### src/design/ecdf_pkg.sv
// Shared types and constants of the empirical CDF sorter.
package ecdf_pkg;

   // Fixed field widths of the items.
   localparam int SAMPLE_W = 32;
   localparam int RANK_W   = 6;
   localparam int FRAC_W   = 16;

   // Default capacity of the sorting chain.
   localparam int MAX_SAMPLES_DEFAULT = 64;

   // Controller states.
   typedef enum logic [1:0] {
      ST_LOAD,
      ST_DIVIDE,
      ST_EMIT
   } state_type;

   // Input item payload.
   typedef struct packed {
      logic signed [SAMPLE_W-1:0] sample;
      logic                       last_sample;
   } req_payload_type;

   // Result item payload.
   typedef struct packed {
      logic signed [SAMPLE_W-1:0] point_value;
      logic [RANK_W-1:0]          rank;
      logic [FRAC_W-1:0]          fraction;
      logic                       dropped;
      logic                       last_point;
   } rsp_payload_type;

   // Commands from the controller to the datapath.
   typedef struct packed {
      logic accept_en;
      logic div_run;
      logic emit_run;
   } ctrl_cmd_type;

   // Status from the datapath to the controller.
   typedef struct packed {
      logic close_accept;
      logic div_done;
      logic emit_done;
   } dp_status_type;

endpackage

### src/design/ecdf_ctrl.sv
// Controller state machine: load, divide, emit.
module ecdf_ctrl (
   input  logic                     clock,
   input  logic                     reset,
   input  ecdf_pkg::dp_status_type  status,
   output ecdf_pkg::ctrl_cmd_type   cmd
);

   ecdf_pkg::state_type state_ff;
   ecdf_pkg::state_type state_in;

   // Next state.
   always_comb begin
      state_in = state_ff;
      unique case (state_ff)
         ecdf_pkg::ST_LOAD: begin
            if (status.close_accept) state_in = ecdf_pkg::ST_DIVIDE;
         end
         ecdf_pkg::ST_DIVIDE: begin
            if (status.div_done) state_in = ecdf_pkg::ST_EMIT;
         end
         ecdf_pkg::ST_EMIT: begin
            if (status.emit_done) state_in = ecdf_pkg::ST_LOAD;
         end
         default: state_in = ecdf_pkg::ST_LOAD;
      endcase
   end

   // Commands decoded from the state.
   always_comb begin
      cmd = '0;
      unique case (state_ff)
         ecdf_pkg::ST_LOAD:   cmd.accept_en = 1'b1;
         ecdf_pkg::ST_DIVIDE: cmd.div_run   = 1'b1;
         ecdf_pkg::ST_EMIT:   cmd.emit_run  = 1'b1;
         default:             cmd = '0;
      endcase
   end

   always_ff @(posedge clock) begin
      if (reset) begin
         state_ff <= ecdf_pkg::ST_LOAD;
      end else begin
         state_ff <= state_in;
      end
   end

endmodule

### config.mk
export PLATFORM = sky130hd
export DESIGN_NAME = ecdf_ctrl
export DESIGN_NICKNAME = d
export VERILOG_FILES = /design/src/design/ecdf_pkg.sv /design/src/design/ecdf_ctrl.sv
export SDC_FILE = /design/constraint.sdc
export NUM_CORES = 1
export LEC_CHECK = 0
export ABC_CLOCK_PERIOD_IN_PS = 1700
export BUFFER_PORTS_ARGS = -buffer_cell sky130_fd_sc_hd__buf_2
export CORE_AREA = 2 2 39 41
export CTS_CLUSTER_DIAMETER = 200
export DETAILED_ROUTE_END_ITERATION = 10
export DIE_AREA = 0 0 41 43
export MAX_ROUTING_LAYER = met4
export PLACE_DENSITY_LB_ADDON = 0.08
export SLEW_MARGIN = 20
export SYNTH_ARGS = -nofsm -noshare
export SYNTH_HDL_FRONTEND = slang
export SYNTH_SLANG_ARGS = --single-unit
### constraint.sdc
create_clock -name clock -period 1.7 [get_ports clock]
set_input_delay 0.255 -clock clock [delete_from_list [all_inputs] [get_ports clock]]
set_output_delay 0.255 -clock clock [all_outputs]
set_load 0.02 [all_outputs]
==> results of run 1 <==
## cell families (layout without fill, tap and decap cells)
group	Yosys count	count (layout)	share of synthesized area, %
DFF	2	2	43.8
AOI/OAI and AO/OA	2	2	21.9
and+or+nand+nor	5	5	30.1
buffers and inverters	1	11	4.11
## final cells by class
cell class | instances | area share, %
timing repair buffer | 7 | 20.7
inverter | 1 | 2.22
clock buffer | 3 | 13.3
sequential | 2 | 23.7
tap | 16 | 11.9
multi-input combinational | 7 | 28.1
## power groups by stage
stage	Combinational (W)	Sequential (W)	Clock, W
2_1_floorplan	0.0000174	0.0000538	0
3_3_place_gp	0.0000299	0.0000553	0
3_5_place_dp	0.0000298	0.0000545	0
4_1_cts	0.0000300	0.0000538	0.000113
5_1_grt	0.0000324	0.0000543	0.000118
6_report	0.0000295	0.0000538	0.000105
## through the flow
step                      instances  cell area, um^2  total power [W]  setup WS, ps
after floorplan                  10             91.3        0.0000712           729
final                            36              169         0.000188           468
after global routing             36              169         0.000205           424
after global placement           33              146        0.0000852           673
after CTS                        36              169         0.000196           456
after detailed placement         33              146        0.0000843           699
## Yosys cell counts
cell / count / area [um^2]
dfxtp_1: 2 / 40.0
inv_1: 1 / 3.75
a2111oi_1: 1 / 10.0
and2b_1: 1 / 7.51
nor2_1: 3 / 11.3
a32o_1: 1 / 10.0
and2b_2: 1 / 8.76
## final timing paths
path	start	end	slack, ps	depth (start not counted)
setup / recovery	state_ff[0]$_SDFFE_PP0P_	cmd[0]	470	2
hold / removal	reset	state_ff[0]$_SDFFE_PP0P_	240	2
setup reg to reg	state_ff[0]$_SDFFE_PP0P_	state_ff[1]$_SDFFE_PP0P_	790	2
hold reg to reg	state_ff[1]$_SDFFE_PP0P_	state_ff[0]$_SDFFE_PP0P_	450	1
## layer usage
metal | GRT usage (%) | wire (um) | vias up
met5 | - | 0 | -
met4 | 4.00 | 0 | 0
met3 | 6.28 | 58 | 0
met2 | 2.50 | 79 | 8
met1 | 4.50 | 132 | 39
li1 | - | - | 57
==> impl_metrics.yaml, run 1 <==
outcome:
  status: "finished clean"
final_layout:
  final_cell_mix: "buf_2, nor2_1, clkbuf_4"
  layout_commonest_cell: "buf_2"
  seqCellArea_um2: 40.0
  utilization_pct: 12.2
  largest_reg_flops: 2
  drive_above_1_share_pct: 55.0
  reg_top3: "state_ff: 2 flops"
  antenna_cells: 0
  syn_to_final_growth_pct: 84.9
  final_net_count: 27
  multi_input_area_um2: 47.5
  regMostFlops: "state_ff"
  fillCellCount: 166
floorplanning:
  die_h_um: 43
  num_io_pins: 8
  core_area_mm2: 0.00138
  dieArea_mm2: 0.00176
  num_rows: 14
  dieWidth_um: 41
  start_util_pct: 6.60
critical_path:
  path_class: "flop to output port"
  worstPathArrival_ps: 980
  critPathTopFamily: "flip-flops"
  cp_slowest_cell: "dfxtp_1"
  endpoint_kind: "output port"
  worstPathRequired_ps: 1440
  start_kind: "flop"
  worstPathCellList: "and2b_2 > buf_2"
  slowest_delay_ps: 360
  crit_buf_inv: 1
  critPathMaxFanout: 5
detailed_routing:
  dr.pass1.iters: 1
  drtIter0Drc: 0
  postRouteWirelength_um: 270
  routedWlPerCell_um: 7.50
  ant_nets: 0
  viasPerCell: 2.89
  drc: 0
  vias: 104
power_and_ir_drop:
  leakagePower_nw: 0.0839
  swShare_pct: 24.7
  power_per_cell_area_mw_per_mm2: 1110
  p_seq_share_pct: 28.6
  ir_worst_vdd_v: 0.000167
  comb_power_share_pct: 15.7
  p_switching_w: 0.0000464
  clockPowerShare_pct: 55.7
  internal-power_w: 0.000142
synthesis:
  synth.avg_cell_area_um2: 9.13
  ys_types: 7
  yosysWarnings: 0
  syn-cell-area_um2: 91.3
  synth_fp_nets: 15
  synth_seq_cells: 2
  synthCells: 10
  yosysSeqAreaShare_pct: 43.8
cts:
  insertion_delay_ps: 220
  cts.sinks: 2
  clk_path_buf_depth: 2
  clock-root-buffer: "clkbuf_4"
  path_clk_slew_ps: 30
  cts_setup_buffers: 0
  holdBufCountCts: 0
  cts_tree: "yes"
  numCtsBuffers: 3
  htreeDepth: 1
  cts.repair.resized: 0
sta:
  hold_viol: 0
  max_freq_ghz: 0.812
  fin_crit_ps: 1230
  fin_skew_ps: 2.88
  final_max_slew_viol_count: 0
  rsz0062_at_grt: "no"
  worstMarginPinSlew_ps: 305
  fin_setup_tns_ps: 0
  post-route-period-util_pct: 72.4
  setup_viol: 0
  slew_headroom_pct: 79.6
  holdWs_ps: 238
global_route:
  grt_usage_pct: 4.12
  grt_pass1_wl_um: 365
  grt_max_degree: 6
  grt_overflow_total: 0
  antenna_found_initial: 0
  grt_pass1_vias: 96
min_path:
  worstHoldPathType: "primary input to flop"
place:
  port_buffers: 7
  place_congestion: 0.532
flow_run:
  drv_cap: 0
Power figures use the tool's default switching activity.
==> run 2, diff against run 1 <==
--- a/config.mk
+++ b/config.mk
@@ -5,7 +5,8 @@
 export SDC_FILE = /design/constraint.sdc
 export NUM_CORES = 1
 export LEC_CHECK = 0
-export ABC_CLOCK_PERIOD_IN_PS = 1700
+export ABC_AREA = 1
+export ABC_CLOCK_PERIOD_IN_PS = 1100
 export BUFFER_PORTS_ARGS = -buffer_cell sky130_fd_sc_hd__buf_2
 export CORE_AREA = 2 2 39 41
 export CTS_CLUSTER_DIAMETER = 200
==> constraint.sdc (replaced) <==
create_clock -name clock -period 1.1 [get_ports clock]
set_input_delay 0.165 -clock clock [delete_from_list [all_inputs] [get_ports clock]]
set_output_delay 0.165 -clock clock [all_outputs]
set_load 0.02 [all_outputs]
==> run 2 against run 1 <==
Net effect: routed wire length increased by 11%; critical path depth increased by 1; global-route usage increased by 0.81 points; register-to-register slack got worse by 530 ps; synthesized cell count increased by 60%; clock power increased by 54%; first-iteration DRC count increased by 1; critical path type unchanged; critical endpoint is now cmd[1]; highest routed layer unchanged.
==> impl_metrics.yaml, run 2 <==
outcome:
  status: "finished clean"
critical_path:
  cp_slowest_cell: "dfxtp_1"
  endpoint_kind: "output port"
  r2r-start: "state_ff[0]$_SDFFE_PP0P_"
  critPathLaunch: "state_ff[0]$_SDFFE_PP0P_"
  path_class: "flop to output port"
  start_kind: "flop"
  worstPathArrival_ps: 920
  worstPathCellList: "inv_1 > nor2_2 > buf_4"
  critPathMaxFanout: 3
  slowest_delay_ps: 330
  worstPathRequired_ps: 940
final_layout:
  final_cells: 42
  layout_commonest_cell: "buf_2"
  syn_to_final_growth_pct: 83.5
  final_net_count: 33
  fillCellCount: 166
  reg_top3: "state_ff: 2 flops"
  regMostFlops: "state_ff"
  final_cell_mix: "buf_2, inv_1, nand2_1"
  finalInstanceArea_um2: 181
  antenna_cells: 0
  largest_reg_flops: 2
  utilization_pct: 13.1
  drive_above_1_share_pct: 46.2
power_and_ir_drop:
  swShare_pct: 25.1
  p_seq_share_pct: 27.7
  power_per_cell_area_mw_per_mm2: 1600
  clockPowerShare_pct: 55.9
  comb_power_share_pct: 16.4
  p_switching_w: 0.0000726
  leakagePower_nw: 0.102
  internal-power_w: 0.000217
  ir_worst_vdd_v: 0.000323
global_route:
  grt_usage_pct: 4.93
  antenna_found_initial: 0
  grt_overflow_total: 0
  grt_pass1_vias: 121
  grt_max_degree: 4
  grt_pass1_wl_um: 455
sta:
  max_freq_ghz: 0.924
  rsz0062_at_grt: "yes"
  setup_viol: 0
  slew_headroom_pct: 89.0
  fin_skew_ps: 1.36
  fin_crit_ps: 1080
  worstMarginPinSlew_ps: 164
  final_max_slew_viol_count: 0
  fin_setup_tns_ps: 0
  post-route-period-util_pct: 98.4
  hold_viol: 0
  worst_slack_ps: 18.1
synthesis:
  yosysWarnings: 0
  synth_fp_nets: 21
  synth.avg_cell_area_um2: 6.18
  yosysTopAreaCellShare_pct: 40.5
  syn-cell-area_um2: 98.8
  synthCells: 16
  synth_edf_count: 0
  synth-main-ff-cell: "dfxtp_1"
  synthTopCellsByCount: "inv_1, nand2_1, nor2_1"
  yosysSeqAreaShare_pct: 40.5
  ys_types: 7
  yosysTopAreaCell: "dfxtp_1"
  synthTopCellsByArea: "dfxtp_1, inv_1, nand2_1"
  synthArstFlopShare_pct: 0
  synth_seq_cells: 2
cts:
  htreeDepth: 1
  cts_setup_buffers: 0
  path_clk_slew_ps: 30
  numCtsBuffers: 3
  clock-root-buffer: "clkbuf_4"
  holdBufCountCts: 0
  cts.sinks: 2
  clk_path_buf_depth: 2
  cts.repair.resized: 0
  cts_tree: "yes"
  insertion_delay_ps: 220
place:
  port_buffers: 7
  place_ws_ps: 229
  place_congestion: 0.602
  place_inst: 39
  place_area_um2: 154
floorplanning:
  core_area_mm2: 0.00138
  die_h_um: 43
  dieArea_mm2: 0.00176
  num_io_pins: 8
  start_util_pct: 7.14
  dieWidth_um: 41
  num_rows: 14
detailed_routing:
  routedWlPerCell_um: 7.12
  postRouteWirelength_um: 299
  dr.pass1.iters: 2
  vias: 118
  drc: 0
  viasPerCell: 2.81
  drtIter0Drc: 1
  ant_nets: 0
min_path:
  worstHoldPathType: "primary input to flop"
  hold_start: "reset"
flow_run:
  drv_cap: 0
==> run 2: changes by cell type after synthesis <==
cell and delta:
and2b_1 -1, a32o_1 -1, nand2_1 +4, inv_1 +3, a2111oi_1 -1, a31oi_1 +1, a21oi_1 +1, and2b_2 -1
nor2_2 +1
==> run 2: kinds of logic after synthesis <==
family                 after synthesis  share of synthesized area (%)
AO/OA/AOI/OAI                        2                           11.4
buffers and inverters                4                           15.2
AND/OR/NAND/NOR                      8                           32.9
flip-flops                           2                           40.5
==> run 2: final timing paths <==
kind / end / slack, ps / depth (start not counted)
setup / recovery: cmd[1] / 20 / 3
hold reg to reg: state_ff[0]$_SDFFE_PP0P_ / 550 / 3
hold / removal: state_ff[1]$_SDFFE_PP0P_ / 120 / 2
setup reg to reg: state_ff[1]$_SDFFE_PP0P_ / 260 / 5
==> run 2: area by class of cell <==
class / count / area (um^2) / share of cell area (%)
timing repair buffer: 7 / 37.5 / 20.7
tap: 16 / 20.0 / 11.0
multi-input combinational: 10 / 46.3 / 25.5
inverter: 4 / 15.0 / 8.28
clock buffer: 3 / 22.5 / 12.4
sequential: 2 / 40.0 / 22.1
==> run 2: per-stage QoR <==
stage               hold slack (ps)  total power (W)
finish                          116         0.000290
CTS                             105         0.000303
detailed placement              348         0.000126
global route                    117         0.000310
global placement                349         0.000127
floorplan                       234         0.000107
==> run 2: worst max-delay path: cells and delay by family, from the launching register on <==
kind | cells | cell delay (ps)
simple gates | 1 | 140
flops | 1 | 330
buf+inv | 2 | 230
==> run 2: power groups by stage <==
| stage | Combinational (W) | Clock, W | Sequential (W) |
|---|---|---|---|
| finish | 0.0000474 | 0.000162 | 0.0000802 |
| global route | 0.0000542 | 0.000176 | 0.0000807 |
| CTS | 0.0000456 | 0.000178 | 0.0000795 |
| detailed placement | 0.0000455 | 0 | 0.0000805 |
| global placement | 0.0000461 | 0 | 0.0000805 |
| floorplan | 0.0000267 | 0 | 0.0000802 |
==> run 2: per-layer routing <==
metal  GRT usage, %  vias up  part of all wire [%]
li1               -       67                     -
met1           4.15       47                    37
met2           5.31        4                    54
met3           1.57        0                   9.0
met4           10.0        0                     0
met5              -        -                     0
